==> config.mk <==
export PLATFORM = sky130hd
export DESIGN_NAME = air_quality_index_daily_summary
export DESIGN_NICKNAME = d
export VERILOG_FILES = /design/src/design/aqids_pkg.sv /design/src/design/aqids_front.sv /design/src/design/aqids_fifo.sv /design/src/design/aqids_back.sv /design/src/design/air_quality_index_daily_summary.sv
export VERILOG_INCLUDE_DIRS = /design/src /design/src/design
export SDC_FILE = /design/constraint.sdc
export NUM_CORES = 2
export LEC_CHECK = 0
export ABC_AREA = 1
export BUFFER_PORTS_ARGS = -buffer_cell sky130_fd_sc_hd__buf_2
export CAP_MARGIN = 20
export CORE_MARGIN = 2
export CORE_UTILIZATION = 45
export CTS_CLUSTER_SIZE = 12
export DETAILED_ROUTE_END_ITERATION = 16
export SYNTH_ARGS = -nofsm -noshare
export SYNTH_HDL_FRONTEND = slang
export SYNTH_SLANG_ARGS = --single-unit
==> constraint.sdc <==
create_clock -name clk -period 8 [get_ports clk]
set_clock_uncertainty 0.1 [all_clocks]
set_input_delay 0.8 -clock clk [delete_from_list [all_inputs] [get_ports clk]]
set_output_delay 0.8 -clock clk [all_outputs]
set_load 0.005 [all_outputs]
==> src/design/air_quality_index_daily_summary_assert.svh <==
// Assertion macros for the air quality index daily summary block.
`ifndef AIR_QUALITY_INDEX_DAILY_SUMMARY_ASSERT_SVH
`define AIR_QUALITY_INDEX_DAILY_SUMMARY_ASSERT_SVH

// Same-cycle implication, checked out of reset.
`define AQIDS_ASSERT_IMP(lbl, ante, cons, msg) \
  lbl: assert property (@(posedge clk) disable iff (!rst_n) (ante) |-> (cons)) \
    else $error(msg);

// Next-cycle implication, checked out of reset.
`define AQIDS_ASSERT_NXT(lbl, ante, cons, msg) \
  lbl: assert property (@(posedge clk) disable iff (!rst_n) (ante) |=> (cons)) \
    else $error(msg);

`endif

==> src/design/aqids_pkg.sv <==
// Shared types, constants and functions of the air quality index daily summary block.
package aqids_pkg;

  // PM2.5 breakpoint segments
  typedef enum logic [2:0] {
    SEG_GOOD,
    SEG_MODERATE,
    SEG_SENSITIVE,
    SEG_UNHEALTHY,
    SEG_VERY_UNHEALTHY,
    SEG_HAZARDOUS
  } aqi_seg_t;

  localparam int SEG_N = 6;

  localparam logic [13:0] AQI_CLO [SEG_N] = '{
    14'd0, 14'd121, 14'd355, 14'd555, 14'd1505, 14'd2505
  };
  localparam logic [7:0] AQI_K [SEG_N] = '{
    8'd50, 8'd49, 8'd49, 8'd49, 8'd99, 8'd199
  };
  localparam logic [8:0] AQI_ILO [SEG_N] = '{
    9'd0, 9'd51, 9'd101, 9'd151, 9'd201, 9'd301
  };
  // floor(n / (chi - clo)) as (n * M) >> SH, exact over each segment's numerator range
  localparam logic [4:0] AQI_SH [SEG_N] = '{
    5'd20, 5'd22, 5'd22, 5'd26, 5'd27, 5'd31
  };
  localparam logic [19:0] AQI_M [SEG_N] = '{
    20'(((64'd1 << 20) + 64'd119) / 64'd120),
    20'(((64'd1 << 22) + 64'd232) / 64'd233),
    20'(((64'd1 << 22) + 64'd198) / 64'd199),
    20'(((64'd1 << 26) + 64'd948) / 64'd949),
    20'(((64'd1 << 27) + 64'd998) / 64'd999),
    20'(((64'd1 << 31) + 64'd2494) / 64'd2495)
  };
  // top segment offset above this always saturates
  localparam logic [11:0] AQI_X_MAX = 12'd2600;
  localparam logic [8:0]  AQI_MAX   = 9'd500;

  localparam int AQI_NUM_W = 19;
  localparam int THI_NUM_W = 19;

  // THI: floor((800*T + H*(T-144) + 464000) / 1000), clamped
  localparam logic signed [11:0] THI_T_OFS  = 12'sd144;
  localparam logic signed [21:0] THI_T_GAIN = 22'sd800;
  localparam logic signed [23:0] THI_BIAS   = 24'sd464000;
  localparam logic signed [23:0] THI_X_MIN  = -24'sd400000;
  localparam logic signed [23:0] THI_X_MAX  = 24'sd1850999;
  localparam logic signed [23:0] THI_X_OFS  = 24'sd400000;
  localparam int                 THI_SH     = 26;
  localparam logic [19:0]        THI_M      = 20'(((64'd1 << 26) + 64'd124) / 64'd125);
  localparam logic [11:0]        THI_Q_OFS  = 12'd400;
  localparam logic signed [11:0] THI_MIN    = -12'sd400;
  localparam logic signed [11:0] THI_MAX    = 12'sd1850;
  localparam logic signed [11:0] THI_LIM_1  = 12'sd270;
  localparam logic signed [11:0] THI_LIM_2  = 12'sd290;
  localparam logic signed [11:0] THI_LIM_3  = 12'sd320;
  localparam logic signed [11:0] THI_LIM_4  = 12'sd350;

  // category limits and codes
  localparam logic [8:0] AQI_LIM_GOOD      = 9'd50;
  localparam logic [8:0] AQI_LIM_MODERATE  = 9'd100;
  localparam logic [8:0] AQI_LIM_SENSITIVE = 9'd150;
  localparam logic [8:0] AQI_LIM_UNHEALTHY = 9'd200;

  localparam logic [2:0] AQI_LVL_GOOD           = 3'd0;
  localparam logic [2:0] AQI_LVL_MODERATE       = 3'd1;
  localparam logic [2:0] AQI_LVL_SENSITIVE      = 3'd2;
  localparam logic [2:0] AQI_LVL_UNHEALTHY      = 3'd3;
  localparam logic [2:0] AQI_LVL_VERY_UNHEALTHY = 3'd4;

  localparam logic [1:0] CO2_LVL_GOOD     = 2'd0;
  localparam logic [1:0] CO2_LVL_MODERATE = 2'd1;
  localparam logic [1:0] CO2_LVL_POOR     = 2'd2;
  localparam logic [1:0] CO2_LVL_SEVERE   = 2'd3;

  localparam logic [1:0] THI_LVL_0 = 2'd0;
  localparam logic [1:0] THI_LVL_1 = 2'd1;
  localparam logic [1:0] THI_LVL_2 = 2'd2;
  localparam logic [1:0] THI_LVL_3 = 2'd3;

  localparam logic [2:0] REC_THI_LVL_0 = 3'd0;
  localparam logic [2:0] REC_THI_LVL_1 = 3'd1;
  localparam logic [2:0] REC_THI_LVL_2 = 3'd2;
  localparam logic [2:0] REC_THI_LVL_3 = 3'd3;
  localparam logic [2:0] REC_THI_LVL_4 = 3'd4;

  // configuration register map
  localparam int         CFG_IDX_W        = 2;
  localparam logic [1:0] CFG_CO2_GOOD     = 2'd0;
  localparam logic [1:0] CFG_CO2_MODERATE = 2'd1;
  localparam logic [1:0] CFG_CO2_HIGH     = 2'd2;

  localparam logic [13:0] CO2_GOOD_RST     = 14'd800;
  localparam logic [13:0] CO2_MODERATE_RST = 14'd1200;
  localparam logic [13:0] CO2_HIGH_RST     = 14'd2000;

  localparam int FIFO_DEPTH = 2;

  typedef struct packed {
    logic [13:0] co2_good;
    logic [13:0] co2_moderate;
    logic [13:0] co2_high;
  } cfg_t;

  typedef struct packed {
    aqi_seg_t               seg;
    logic [AQI_NUM_W-1:0]   aqi_num;
    logic [THI_NUM_W-1:0]   thi_num;
    logic [13:0]            co2;
    logic [1:0]             co2_lvl;
  } item_t;

  typedef struct packed {
    logic [8:0]         aqi_index;
    logic [2:0]         aqi_level;
    logic [1:0]         co2_level;
    logic signed [11:0] thi_tenths;
    logic [1:0]         thi_level;
    logic               day_done;
    logic [8:0]         avg_aqi;
    logic [13:0]        avg_co2;
    logic signed [11:0] avg_thi_tenths;
    logic [2:0]         rec_aqi_level;
    logic [1:0]         rec_co2_level;
    logic [2:0]         rec_thi_level;
  } result_t;

  function automatic logic [2:0] aqi_category(input logic [8:0] a);
    logic [2:0] lvl;
    if (a <= AQI_LIM_GOOD) lvl = AQI_LVL_GOOD;
    else if (a <= AQI_LIM_MODERATE) lvl = AQI_LVL_MODERATE;
    else if (a <= AQI_LIM_SENSITIVE) lvl = AQI_LVL_SENSITIVE;
    else if (a <= AQI_LIM_UNHEALTHY) lvl = AQI_LVL_UNHEALTHY;
    else lvl = AQI_LVL_VERY_UNHEALTHY;
    return lvl;
  endfunction

endpackage

==> src/design/aqids_front.sv <==
// Front end: accepts samples, picks the PM2.5 segment and forms the AQI and THI numerators.
module aqids_front (
  input  logic                      in_valid,
  output logic                      in_ready,
  input  logic [13:0]               in_pm25_tenths,
  input  logic [13:0]               in_co2_ppm,
  input  logic signed [10:0]        in_temperature_tenths,
  input  logic [9:0]                in_humidity_tenths,
  input  aqids_pkg::cfg_t           cfg,
  input  logic                      fifo_full,
  output logic                      fifo_push,
  output aqids_pkg::item_t          fifo_wdata
);

  aqids_pkg::aqi_seg_t seg;
  logic [13:0]         pm_off;
  logic [11:0]         pm_x;
  logic [19:0]         aqi_prod;
  logic signed [11:0]  t_off;
  logic signed [10:0]  h_s;
  logic signed [22:0]  h_prod;
  logic signed [21:0]  t_gain;
  logic signed [23:0]  thi_x;
  logic signed [23:0]  thi_c;
  logic signed [23:0]  thi_y;
  logic [1:0]          co2_lvl;

  assign in_ready  = !fifo_full;
  assign fifo_push = in_valid && !fifo_full;

  always_comb begin
    if (in_pm25_tenths < aqids_pkg::AQI_CLO[aqids_pkg::SEG_MODERATE]) begin
      seg = aqids_pkg::SEG_GOOD;
    end else if (in_pm25_tenths < aqids_pkg::AQI_CLO[aqids_pkg::SEG_SENSITIVE]) begin
      seg = aqids_pkg::SEG_MODERATE;
    end else if (in_pm25_tenths < aqids_pkg::AQI_CLO[aqids_pkg::SEG_UNHEALTHY]) begin
      seg = aqids_pkg::SEG_SENSITIVE;
    end else if (in_pm25_tenths < aqids_pkg::AQI_CLO[aqids_pkg::SEG_VERY_UNHEALTHY]) begin
      seg = aqids_pkg::SEG_UNHEALTHY;
    end else if (in_pm25_tenths < aqids_pkg::AQI_CLO[aqids_pkg::SEG_HAZARDOUS]) begin
      seg = aqids_pkg::SEG_VERY_UNHEALTHY;
    end else begin
      seg = aqids_pkg::SEG_HAZARDOUS;
    end
  end

  assign pm_off   = in_pm25_tenths - aqids_pkg::AQI_CLO[seg];
  assign pm_x     = (pm_off > 14'(aqids_pkg::AQI_X_MAX)) ? aqids_pkg::AQI_X_MAX : pm_off[11:0];
  assign aqi_prod = 20'(pm_x) * 20'(aqids_pkg::AQI_K[seg]);

  assign t_off  = 12'(in_temperature_tenths) - aqids_pkg::THI_T_OFS;
  assign h_s    = $signed({1'b0, in_humidity_tenths});
  assign h_prod = h_s * t_off;
  assign t_gain = in_temperature_tenths * aqids_pkg::THI_T_GAIN;
  assign thi_x  = 24'(t_gain) + 24'(h_prod) + aqids_pkg::THI_BIAS;

  always_comb begin
    if (thi_x < aqids_pkg::THI_X_MIN) begin
      thi_c = aqids_pkg::THI_X_MIN;
    end else if (thi_x > aqids_pkg::THI_X_MAX) begin
      thi_c = aqids_pkg::THI_X_MAX;
    end else begin
      thi_c = thi_x;
    end
  end

  // nonnegative; sliced into thi_num divided by 8, ahead of the divide by 125
  assign thi_y = thi_c + aqids_pkg::THI_X_OFS;

  always_comb begin
    if (in_co2_ppm <= cfg.co2_good) begin
      co2_lvl = aqids_pkg::CO2_LVL_GOOD;
    end else if (in_co2_ppm <= cfg.co2_moderate) begin
      co2_lvl = aqids_pkg::CO2_LVL_MODERATE;
    end else begin
      co2_lvl = aqids_pkg::CO2_LVL_POOR;
    end
  end

  always_comb begin
    fifo_wdata.seg     = seg;
    fifo_wdata.aqi_num = aqi_prod[aqids_pkg::AQI_NUM_W-1:0];
    fifo_wdata.thi_num = thi_y[aqids_pkg::THI_NUM_W+2:3];
    fifo_wdata.co2     = in_co2_ppm;
    fifo_wdata.co2_lvl = co2_lvl;
  end

endmodule

==> src/design/aqids_fifo.sv <==
// Two-entry queue between the front end and the back end.
module aqids_fifo (
  input  logic             clk,
  input  logic             rst_n,
  input  logic             push,
  input  aqids_pkg::item_t wdata,
  output logic             full,
  input  logic             pop,
  output aqids_pkg::item_t rdata,
  output logic             empty
);

  localparam int PTR_W = (aqids_pkg::FIFO_DEPTH > 1) ? $clog2(aqids_pkg::FIFO_DEPTH) : 1;
  localparam int CNT_W = $clog2(aqids_pkg::FIFO_DEPTH + 1);

  aqids_pkg::item_t mem_r [aqids_pkg::FIFO_DEPTH];
  logic [PTR_W-1:0] wr_ptr_r;
  logic [PTR_W-1:0] rd_ptr_r;
  logic [CNT_W-1:0] count_r;
  logic [PTR_W-1:0] wr_ptr_nxt;
  logic [PTR_W-1:0] rd_ptr_nxt;
  logic [CNT_W-1:0] count_nxt;

  assign full  = (count_r == CNT_W'(aqids_pkg::FIFO_DEPTH));
  assign empty = (count_r == '0);
  assign rdata = mem_r[rd_ptr_r];

  always_comb begin
    wr_ptr_nxt = wr_ptr_r;
    rd_ptr_nxt = rd_ptr_r;
    count_nxt  = count_r;
    if (push) begin
      wr_ptr_nxt = (wr_ptr_r == PTR_W'(aqids_pkg::FIFO_DEPTH - 1)) ? '0 : wr_ptr_r + 1'b1;
    end
    if (pop) begin
      rd_ptr_nxt = (rd_ptr_r == PTR_W'(aqids_pkg::FIFO_DEPTH - 1)) ? '0 : rd_ptr_r + 1'b1;
    end
    if (push && !pop) begin
      count_nxt = count_r + 1'b1;
    end else if (pop && !push) begin
      count_nxt = count_r - 1'b1;
    end
  end

  always_ff @(posedge clk) begin
    if (!rst_n) begin
      wr_ptr_r <= '0;
      rd_ptr_r <= '0;
      count_r  <= '0;
    end else begin
      wr_ptr_r <= wr_ptr_nxt;
      rd_ptr_r <= rd_ptr_nxt;
      count_r  <= count_nxt;
    end
  end

  always_ff @(posedge clk) begin
    if (push) begin
      mem_r[wr_ptr_r] <= wdata;
    end
  end

endmodule

==> src/design/aqids_back.sv <==
// Back end: divides, saturates, accumulates the day and forms averages and recommendations.
module aqids_back #(
  parameter int PERIODS_PER_DAY = 6
) (
  input  logic               clk,
  input  logic               rst_n,
  input  aqids_pkg::cfg_t    cfg,
  input  logic               fifo_empty,
  input  aqids_pkg::item_t   fifo_rdata,
  output logic               fifo_pop,
  output logic               out_valid,
  input  logic               out_ready,
  output aqids_pkg::result_t out_res
);

  localparam int CNT_W   = $clog2(PERIODS_PER_DAY + 1);
  localparam int AVG_SH  = $clog2(PERIODS_PER_DAY);
  localparam int AVG_A_S = 12 + AVG_SH;
  localparam int AVG_C_S = 16 + AVG_SH;
  localparam int AVG_T_S = 18 + AVG_SH;
  localparam logic [12:0] AVG_A_M =
    13'(((64'd1 << AVG_A_S) + PERIODS_PER_DAY - 1) / PERIODS_PER_DAY);
  localparam logic [16:0] AVG_C_M =
    17'(((64'd1 << AVG_C_S) + PERIODS_PER_DAY - 1) / PERIODS_PER_DAY);
  localparam logic [18:0] AVG_T_M =
    19'(((64'd1 << AVG_T_S) + PERIODS_PER_DAY - 1) / PERIODS_PER_DAY);
  // offset that keeps the THI sum nonnegative and divides out exactly
  localparam logic [18:0] AVG_T_OFS  = 19'(PERIODS_PER_DAY * 16384);
  localparam logic [17:0] AVG_T_BIAS = 18'd16384;

  localparam logic [11:0]        AQI_SUM_MAX = 12'hFFF;
  localparam logic [15:0]        CO2_SUM_MAX = 16'hFFFF;
  localparam logic signed [15:0] THI_SUM_MAX = 16'sd16383;
  localparam logic signed [15:0] THI_SUM_MIN = -16'sd16384;
  localparam logic [13:0]        CO2_AVG_MAX = 14'h3FFF;

  function automatic logic [1:0] thi_category(input logic signed [11:0] v);
    logic [1:0] lvl;
    if (v < aqids_pkg::THI_LIM_1) lvl = aqids_pkg::THI_LVL_0;
    else if (v < aqids_pkg::THI_LIM_2) lvl = aqids_pkg::THI_LVL_1;
    else if (v < aqids_pkg::THI_LIM_3) lvl = aqids_pkg::THI_LVL_2;
    else lvl = aqids_pkg::THI_LVL_3;
    return lvl;
  endfunction

  function automatic logic [2:0] rec_thi_category(input logic signed [11:0] v);
    logic [2:0] lvl;
    if (v < aqids_pkg::THI_LIM_1) lvl = aqids_pkg::REC_THI_LVL_0;
    else if (v < aqids_pkg::THI_LIM_2) lvl = aqids_pkg::REC_THI_LVL_1;
    else if (v < aqids_pkg::THI_LIM_3) lvl = aqids_pkg::REC_THI_LVL_2;
    else if (v < aqids_pkg::THI_LIM_4) lvl = aqids_pkg::REC_THI_LVL_3;
    else lvl = aqids_pkg::REC_THI_LVL_4;
    return lvl;
  endfunction

  logic adv;

  // stage 1: reciprocal multiplies
  logic [38:0]         aqi_prod;
  logic [38:0]         thi_prod;
  logic                s1_valid_r;
  aqids_pkg::aqi_seg_t s1_seg_r;
  logic [8:0]          s1_aqi_q_r;
  logic [11:0]         s1_thi_q_r;
  logic [13:0]         s1_co2_r;
  logic [1:0]          s1_co2_lvl_r;

  // stage 2: results and accumulation
  logic [9:0]          aqi_raw;
  logic [8:0]          aqi_v;
  logic signed [11:0]  thi_v;
  logic [12:0]         aqi_add;
  logic [16:0]         co2_add;
  logic signed [15:0]  thi_add;
  logic [11:0]         aqi_sum_nxt;
  logic [15:0]         co2_sum_nxt;
  logic signed [14:0]  thi_sum_nxt;
  logic [CNT_W-1:0]    cnt_inc;
  logic                day_end;
  logic [CNT_W-1:0]    cnt_r;
  logic [11:0]         aqi_sum_r;
  logic [15:0]         co2_sum_r;
  logic signed [14:0]  thi_sum_r;
  logic                s2_valid_r;
  logic [8:0]          s2_aqi_r;
  logic [2:0]          s2_aqi_lvl_r;
  logic [1:0]          s2_co2_lvl_r;
  logic signed [11:0]  s2_thi_r;
  logic [1:0]          s2_thi_lvl_r;
  logic                s2_day_r;
  logic [11:0]         s2_aqi_tot_r;
  logic [15:0]         s2_co2_tot_r;
  logic signed [14:0]  s2_thi_tot_r;

  // stage 3: average multiplies
  logic [24:0]         avg_a_prod;
  logic [32:0]         avg_c_prod;
  logic [18:0]         thi_u;
  logic [36:0]         avg_t_prod;
  logic [17:0]         avg_t_uq;
  logic                s3_valid_r;
  logic [8:0]          s3_aqi_r;
  logic [2:0]          s3_aqi_lvl_r;
  logic [1:0]          s3_co2_lvl_r;
  logic signed [11:0]  s3_thi_r;
  logic [1:0]          s3_thi_lvl_r;
  logic                s3_day_r;
  logic [11:0]         s3_avg_a_r;
  logic [15:0]         s3_avg_c_r;
  logic signed [15:0]  s3_avg_t_r;

  // output register
  logic [8:0]          avg_a_c;
  logic [13:0]         avg_c_c;
  logic signed [11:0]  avg_t_c;
  logic [1:0]          rec_co2;
  aqids_pkg::result_t  res_nxt;
  aqids_pkg::result_t  out_res_r;
  logic                out_valid_r;

  assign adv       = !out_valid_r || out_ready;
  assign fifo_pop  = adv && !fifo_empty;
  assign out_valid = out_valid_r;
  assign out_res   = out_res_r;

  // ---- stage 1
  assign aqi_prod = 39'(fifo_rdata.aqi_num) * 39'(aqids_pkg::AQI_M[fifo_rdata.seg]);
  assign thi_prod = 39'(fifo_rdata.thi_num) * 39'(aqids_pkg::THI_M);

  always_ff @(posedge clk) begin
    if (!rst_n) begin
      s1_valid_r <= 1'b0;
    end else if (adv) begin
      s1_valid_r <= !fifo_empty;
    end
  end

  always_ff @(posedge clk) begin
    if (fifo_pop) begin
      s1_seg_r     <= fifo_rdata.seg;
      s1_aqi_q_r   <= 9'(aqi_prod >> aqids_pkg::AQI_SH[fifo_rdata.seg]);
      s1_thi_q_r   <= 12'(thi_prod >> aqids_pkg::THI_SH);
      s1_co2_r     <= fifo_rdata.co2;
      s1_co2_lvl_r <= fifo_rdata.co2_lvl;
    end
  end

  // ---- stage 2
  assign aqi_raw = 10'(aqids_pkg::AQI_ILO[s1_seg_r]) + 10'(s1_aqi_q_r);
  assign aqi_v   = (aqi_raw > 10'(aqids_pkg::AQI_MAX)) ? aqids_pkg::AQI_MAX : aqi_raw[8:0];
  assign thi_v   = $signed(s1_thi_q_r - aqids_pkg::THI_Q_OFS);

  assign aqi_add = 13'(aqi_sum_r) + 13'(aqi_v);
  assign co2_add = 17'(co2_sum_r) + 17'(s1_co2_r);
  assign thi_add = 16'(thi_sum_r) + 16'(thi_v);

  assign aqi_sum_nxt = (aqi_add > 13'(AQI_SUM_MAX)) ? AQI_SUM_MAX : aqi_add[11:0];
  assign co2_sum_nxt = (co2_add > 17'(CO2_SUM_MAX)) ? CO2_SUM_MAX : co2_add[15:0];

  always_comb begin
    if (thi_add > THI_SUM_MAX) begin
      thi_sum_nxt = 15'(THI_SUM_MAX);
    end else if (thi_add < THI_SUM_MIN) begin
      thi_sum_nxt = 15'(THI_SUM_MIN);
    end else begin
      thi_sum_nxt = thi_add[14:0];
    end
  end

  assign cnt_inc = cnt_r + 1'b1;
  assign day_end = (cnt_inc >= CNT_W'(PERIODS_PER_DAY));

  always_ff @(posedge clk) begin
    if (!rst_n) begin
      s2_valid_r <= 1'b0;
      cnt_r      <= '0;
      aqi_sum_r  <= '0;
      co2_sum_r  <= '0;
      thi_sum_r  <= '0;
    end else if (adv) begin
      s2_valid_r <= s1_valid_r;
      if (s1_valid_r) begin
        if (day_end) begin
          cnt_r     <= '0;
          aqi_sum_r <= '0;
          co2_sum_r <= '0;
          thi_sum_r <= '0;
        end else begin
          cnt_r     <= cnt_inc;
          aqi_sum_r <= aqi_sum_nxt;
          co2_sum_r <= co2_sum_nxt;
          thi_sum_r <= thi_sum_nxt;
        end
      end
    end
  end

  always_ff @(posedge clk) begin
    if (adv && s1_valid_r) begin
      s2_aqi_r     <= aqi_v;
      s2_aqi_lvl_r <= aqids_pkg::aqi_category(aqi_v);
      s2_co2_lvl_r <= s1_co2_lvl_r;
      s2_thi_r     <= thi_v;
      s2_thi_lvl_r <= thi_category(thi_v);
      s2_day_r     <= day_end;
      s2_aqi_tot_r <= aqi_sum_nxt;
      s2_co2_tot_r <= co2_sum_nxt;
      s2_thi_tot_r <= thi_sum_nxt;
    end
  end

  // ---- stage 3
  assign avg_a_prod = 25'(s2_aqi_tot_r) * 25'(AVG_A_M);
  assign avg_c_prod = 33'(s2_co2_tot_r) * 33'(AVG_C_M);
  assign thi_u      = 19'(s2_thi_tot_r) + AVG_T_OFS;
  assign avg_t_prod = 37'(thi_u[17:0]) * 37'(AVG_T_M);
  assign avg_t_uq   = 18'(avg_t_prod >> AVG_T_S);

  always_ff @(posedge clk) begin
    if (!rst_n) begin
      s3_valid_r <= 1'b0;
    end else if (adv) begin
      s3_valid_r <= s2_valid_r;
    end
  end

  always_ff @(posedge clk) begin
    if (adv && s2_valid_r) begin
      s3_aqi_r     <= s2_aqi_r;
      s3_aqi_lvl_r <= s2_aqi_lvl_r;
      s3_co2_lvl_r <= s2_co2_lvl_r;
      s3_thi_r     <= s2_thi_r;
      s3_thi_lvl_r <= s2_thi_lvl_r;
      s3_day_r     <= s2_day_r;
      s3_avg_a_r   <= 12'(avg_a_prod >> AVG_A_S);
      s3_avg_c_r   <= 16'(avg_c_prod >> AVG_C_S);
      s3_avg_t_r   <= $signed(16'(avg_t_uq - AVG_T_BIAS));
    end
  end

  // ---- output register
  assign avg_a_c = (s3_avg_a_r > 12'(aqids_pkg::AQI_MAX)) ? aqids_pkg::AQI_MAX : s3_avg_a_r[8:0];
  assign avg_c_c = (s3_avg_c_r > 16'(CO2_AVG_MAX)) ? CO2_AVG_MAX : s3_avg_c_r[13:0];

  always_comb begin
    if (s3_avg_t_r < 16'(aqids_pkg::THI_MIN)) begin
      avg_t_c = aqids_pkg::THI_MIN;
    end else if (s3_avg_t_r > 16'(aqids_pkg::THI_MAX)) begin
      avg_t_c = aqids_pkg::THI_MAX;
    end else begin
      avg_t_c = s3_avg_t_r[11:0];
    end
  end

  always_comb begin
    if (avg_c_c <= cfg.co2_good) begin
      rec_co2 = aqids_pkg::CO2_LVL_GOOD;
    end else if (avg_c_c <= cfg.co2_moderate) begin
      rec_co2 = aqids_pkg::CO2_LVL_MODERATE;
    end else if (avg_c_c <= cfg.co2_high) begin
      rec_co2 = aqids_pkg::CO2_LVL_POOR;
    end else begin
      rec_co2 = aqids_pkg::CO2_LVL_SEVERE;
    end
  end

  always_comb begin
    res_nxt                = '0;
    res_nxt.aqi_index      = s3_aqi_r;
    res_nxt.aqi_level      = s3_aqi_lvl_r;
    res_nxt.co2_level      = s3_co2_lvl_r;
    res_nxt.thi_tenths     = s3_thi_r;
    res_nxt.thi_level      = s3_thi_lvl_r;
    res_nxt.day_done       = s3_day_r;
    if (s3_day_r) begin
      res_nxt.avg_aqi        = avg_a_c;
      res_nxt.avg_co2        = avg_c_c;
      res_nxt.avg_thi_tenths = avg_t_c;
      res_nxt.rec_aqi_level  = aqids_pkg::aqi_category(avg_a_c);
      res_nxt.rec_co2_level  = rec_co2;
      res_nxt.rec_thi_level  = rec_thi_category(avg_t_c);
    end
  end

  always_ff @(posedge clk) begin
    if (!rst_n) begin
      out_valid_r <= 1'b0;
    end else if (adv) begin
      out_valid_r <= s3_valid_r;
    end
  end

  always_ff @(posedge clk) begin
    if (adv && s3_valid_r) begin
      out_res_r <= res_nxt;
    end
  end

endmodule

==> src/design/air_quality_index_daily_summary.sv <==
// Top level of the PM2.5 air quality index block with daily summary. One sample
// transaction is taken per clock cycle at full rate while the queue is not full;
// each gives one result. The front end classifies the sample and forms numerators
// into a two-entry queue; the back end is a four-register pipeline (divide,
// accumulate, average, output) that advances as one whenever its output register
// is empty or being taken, so throughput follows out_ready. Every PERIODS_PER_DAY-th
// result carries the averages and recommendation levels and clears the running sums.
// CO2 limits are written through the cfg port; the user must write them only while
// the block is idle, which the block itself does not enforce.
module air_quality_index_daily_summary #(
  parameter int PERIODS_PER_DAY = 6
) (
  input  logic                                clk,
  input  logic                                rst_n,
  input  logic                                cfg_we,
  input  logic [aqids_pkg::CFG_IDX_W-1:0]     cfg_index,
  input  logic [13:0]                         cfg_wdata,
  input  logic                                in_valid,
  output logic                                in_ready,
  input  logic [13:0]                         in_pm25_tenths,
  input  logic [13:0]                         in_co2_ppm,
  input  logic signed [10:0]                  in_temperature_tenths,
  input  logic [9:0]                          in_humidity_tenths,
  output logic                                out_valid,
  input  logic                                out_ready,
  output logic [8:0]                          out_aqi_index,
  output logic [2:0]                          out_aqi_level,
  output logic [1:0]                          out_co2_level,
  output logic signed [11:0]                  out_thi_tenths,
  output logic [1:0]                          out_thi_level,
  output logic                                out_day_done,
  output logic [8:0]                          out_avg_aqi,
  output logic [13:0]                         out_avg_co2,
  output logic signed [11:0]                  out_avg_thi_tenths,
  output logic [2:0]                          out_rec_aqi_level,
  output logic [1:0]                          out_rec_co2_level,
  output logic [2:0]                          out_rec_thi_level
);

  aqids_pkg::cfg_t    cfg_r;
  aqids_pkg::item_t   fifo_wdata;
  aqids_pkg::item_t   fifo_rdata;
  aqids_pkg::result_t res;
  logic               fifo_push;
  logic               fifo_pop;
  logic               fifo_full;
  logic               fifo_empty;

  always_ff @(posedge clk) begin
    if (!rst_n) begin
      cfg_r.co2_good     <= aqids_pkg::CO2_GOOD_RST;
      cfg_r.co2_moderate <= aqids_pkg::CO2_MODERATE_RST;
      cfg_r.co2_high     <= aqids_pkg::CO2_HIGH_RST;
    end else if (cfg_we) begin
      unique case (cfg_index)
        aqids_pkg::CFG_CO2_GOOD:     cfg_r.co2_good     <= cfg_wdata;
        aqids_pkg::CFG_CO2_MODERATE: cfg_r.co2_moderate <= cfg_wdata;
        aqids_pkg::CFG_CO2_HIGH:     cfg_r.co2_high     <= cfg_wdata;
        default: ;
      endcase
    end
  end

  aqids_front u_front (
    .in_valid              (in_valid),
    .in_ready              (in_ready),
    .in_pm25_tenths        (in_pm25_tenths),
    .in_co2_ppm            (in_co2_ppm),
    .in_temperature_tenths (in_temperature_tenths),
    .in_humidity_tenths    (in_humidity_tenths),
    .cfg                   (cfg_r),
    .fifo_full             (fifo_full),
    .fifo_push             (fifo_push),
    .fifo_wdata            (fifo_wdata)
  );

  aqids_fifo u_fifo (
    .clk   (clk),
    .rst_n (rst_n),
    .push  (fifo_push),
    .wdata (fifo_wdata),
    .full  (fifo_full),
    .pop   (fifo_pop),
    .rdata (fifo_rdata),
    .empty (fifo_empty)
  );

  aqids_back #(
    .PERIODS_PER_DAY (PERIODS_PER_DAY)
  ) u_back (
    .clk        (clk),
    .rst_n      (rst_n),
    .cfg        (cfg_r),
    .fifo_empty (fifo_empty),
    .fifo_rdata (fifo_rdata),
    .fifo_pop   (fifo_pop),
    .out_valid  (out_valid),
    .out_ready  (out_ready),
    .out_res    (res)
  );

  assign out_aqi_index      = res.aqi_index;
  assign out_aqi_level      = res.aqi_level;
  assign out_co2_level      = res.co2_level;
  assign out_thi_tenths     = res.thi_tenths;
  assign out_thi_level      = res.thi_level;
  assign out_day_done       = res.day_done;
  assign out_avg_aqi        = res.avg_aqi;
  assign out_avg_co2        = res.avg_co2;
  assign out_avg_thi_tenths = res.avg_thi_tenths;
  assign out_rec_aqi_level  = res.rec_aqi_level;
  assign out_rec_co2_level  = res.rec_co2_level;
  assign out_rec_thi_level  = res.rec_thi_level;

`include "air_quality_index_daily_summary_assert.svh"

  `AQIDS_ASSERT_IMP(a_avg_zero_mid_day, out_valid && !out_day_done, out_avg_aqi == '0 && out_avg_co2 == '0 && out_avg_thi_tenths == '0 && out_rec_aqi_level == '0 && out_rec_co2_level == '0 && out_rec_thi_level == '0, "summary fields set on a mid-day result")
  `AQIDS_ASSERT_IMP(a_aqi_level_match, out_valid, out_aqi_level == aqids_pkg::aqi_category(out_aqi_index), "AQI level does not match AQI index")
  `AQIDS_ASSERT_IMP(a_rec_aqi_match, out_valid && out_day_done, out_rec_aqi_level == aqids_pkg::aqi_category(out_avg_aqi), "recommended AQI level does not match average AQI")
  `AQIDS_ASSERT_NXT(a_queue_holds, !fifo_empty && !fifo_pop, !fifo_empty, "queued transaction lost without a pop")

endmodule

==> metrics <==
status=completed; dpl cell area=66500 um^2; crit path kind=in2reg; slowest cell on the critical path=fa_1; drt pass-1 iters=8; vias in the first global route=between 40000 and 50000; starting density of the core=45.2%; Final Cell Area=roughly 69000 um^2; io pins=between 100 and 150; Post-Layout Cell Count=9179; post-DP HPWL=between 100000 and 150000 um; largest net degree at the start of global routing=75; Hold Crit Start=u_back.s3_aqi_r[4]; multi-input logic area=~42000 um^2; Final setup viols=0; CTS Buf Count=54; Die Wd=approximately 370 um; RSZ-0062 raised after global routing=yes; post-synthesis adder-cell area fraction=45.2%; fin crit share=between 90% and 100%; dpl cells=approximately 9100; drc violations=0; detailed-route wire length=~150000 um; Post-synth top flop=edfxtp_1; most frequent cell after synthesis=inv_1; synth-to-layout area growth=13.7%; end point of the critical path=u_fifo.mem_r[0][33]; Root Buffer=clkbuf_16; Top cell by count, worst path=nand2_1; cts hold-fix bufs=0; Yosys top cell by area=fa_1; setup slack after layout=a little under 0.06 ns; crit end category=register; worst reg2reg endpoint=u_back.s1_aqi_q_r[5]; Synth Area in Compound Gates=~6.7%; ys async rst share=0%; number of DRC markers in iteration 0=around 2400; R2R Setup Slk=0.42 ns; worst endpoint required time=slightly above 8 ns; Slew @ Worst Pin=1.04 ns; Synth top cells by count=1714 x inv_1, 1075 x nand2_1, 986 x ha_1; CTS tree=built; WL/cell=15.8 um; gr usage total=21.2%; grt total ovfl=0; worst skew pair latency=around 0.63 ns; ANT nets after route=0; fin nets=9171; vias post-DR=between 40000 and 50000; core area=between 100000 and 150000 um^2; largest family of logic cells by synthesized area=adder cells; Largest stage delay, worst path=about 0.49 ns; routed vias/inst=between 4 and 5; Yosys warnings=0; CP Launch Type=input pin; peak fanout along the critical path=5; Die Height=372 um; fin crit period=7.94 ns; Syn Inst Count=about 7000; Worst Setup SP=in_temperature_tenths[2]; clock buffer depth=3; Hold Fails Final Rpt=0; max_cap viols=0; syn nets=8712; fill count=12600; xor-xnor portion of the synthesized cell area=about 2.4%; share of layout cells above drive strength 1=roughly 11%; simple-gate area share of the yosys netlist=between 10% and 20%; Buffers on Ports=~140; full die area=139000 um^2; synthesized area per cell=8.86 um^2; row count=approximately 140; Max Fclk=~130 MHz; top-area cell type share of the netlist area=25.0%; FF-to-FF path depth=31; final max-slew violation count=0; Min Hold Slack=0.316 ns; Area contributors post-synth=fa_1 25%, ha_1 20%, edfxtp_1 18%; post-place setup slack=-0.715 ns; mux share of post-synthesis cell area=0%; Post-synth EDFFs=367; register area=about 13000 um^2; CTS clk-pin slew, worst paths=around 0.060 ns; routability cong.=0.924; post-synthesis sequential area ratio=between 20% and 30%; worst path arrival time=about 8 ns; Slew HR=30.0%; initial antenna violation count=3; first-pass GRT wire length=around 240000 um; clk sinks=464; distinct cell type count after synthesis=63; Hold Path Class=reg2reg; Mapped Area=~61000 um^2; Yosys reg bits=between 400 and 500; H-tree levels=2
-- critical path, delay by kind of cell --
| family | cells | cell delay (ns) |
|---|---|---|
| AO/OA/AOI/OAI | 4 | 0.45 |
| XOR/XNOR | 1 | 0.19 |
| adder cells (fa/ha/maj) | 11 | 4.00 |
| buffers and inverters | 8 | 0.66 |
| AND/OR/NAND/NOR | 23 | 2.03 |
-- timing repair --
item,4_1_cts,5_1_grt
cloned,0,4
setup endpoints to repair,20,46
hold endpoints to repair,0,0
buffers inserted,0,21
pin swaps,3,91
gates resized for setup,9,194
-- placed cells by master (no fill, tap or decap), types with 29 or more instances in the layout --
cell / count
a21oi_1: 342
buf_2: 140
nand2_1: 1024
inv_1: 1695
nand3_1: 141
clkbuf_16: 59
o211ai_1: 29
o21ai_0: 189
nand2_2: 30
nand4_1: 60
xnor2_1: 49
ha_1: 969
dfxtp_1: 96
xor2_1: 110
fa_1: 761
buf_4: 350
nor2_1: 511
nor3_1: 39
nand2_4: 30
edfxtp_1: 367
-- layer usage --
metal	global-route usage (%)	vias up	wire length (um)	share of wire, %
li1	-	22500	-	-
met1	28.8	21900	66400	46
met2	36.9	864	70100	48
met3	1.86	207	5450	3.8
met4	4.51	2	3090	2.1
met5	0	-	18	0.012
-- per-stage QoR --
step	utilization (%)	TNS [ns]
global placement	49.2	-15.74
detailed placement	49.2	-20.37
finish	51.4	0
global route	51.4	-4.89
CTS	50.6	0
floorplan	-	0
-- worst min-delay path by stage --
stage | endpoint | slack (ns) | cells past startpoint
global route | u_fifo.mem_r[1][2] | 0.30 | 1
detailed placement | u_back.s3_thi_r[11] | 0.30 | 0
finish | u_back.out_res[67] | 0.32 | 0
global placement | u_back.out_res[65] | 0.30 | 0
floorplan | u_back.out_res[44] | 0.30 | 0
CTS | u_fifo.mem_r[0][2] | 0.30 | 1
-- sequential cells by signal, summed over array words and instances (netlist names), 10 cells and up, named ones only --
name	flops
u_back.s2_aqi_tot_r	12
u_back.s3_avg_t_r	16
u_back.s3_avg_a_r	10
u_back.s3_avg_c_r	14
u_back.s2_thi_r	12
u_back.co2_sum_r	16
u_back.s2_thi_tot_r	15
u_back.aqi_sum_r	12
u_back.s1_thi_q_r	12
u_back.s3_thi_r	12
u_back.out_res	72
u_back.s2_co2_tot_r	16
u_back.thi_sum_r	15
cfg_r	42
u_fifo.mem_r	114
u_back.s1_co2_r	14
-- logic make-up (layout without fill, tap and decap cells) --
| group | count (synthesis) | in the layout |
|---|---|---|
| buf+inv | 1838 | 2341 |
| flops | 464 | 464 |
| other cells | 0 | 2 |
| xor+xnor | 170 | 170 |
| compound gates | 727 | 727 |
| fa+ha+maj | 1750 | 1750 |
| simple gates | 1943 | 1944 |
-- cell type report --
class                      instances  area share, %
antenna                            2        0.00721
clock buffer                      75           2.27
clock inverter                    26          0.398
inverter                        1730           9.38
multi-input combinational       4591           60.8
sequential                       464           18.7
tap                             1781           3.21
timing repair buffer             510           5.25
Power is not shown: default switching activity piles up to over one toggle a cycle in this logic, so the estimate is an artifact.
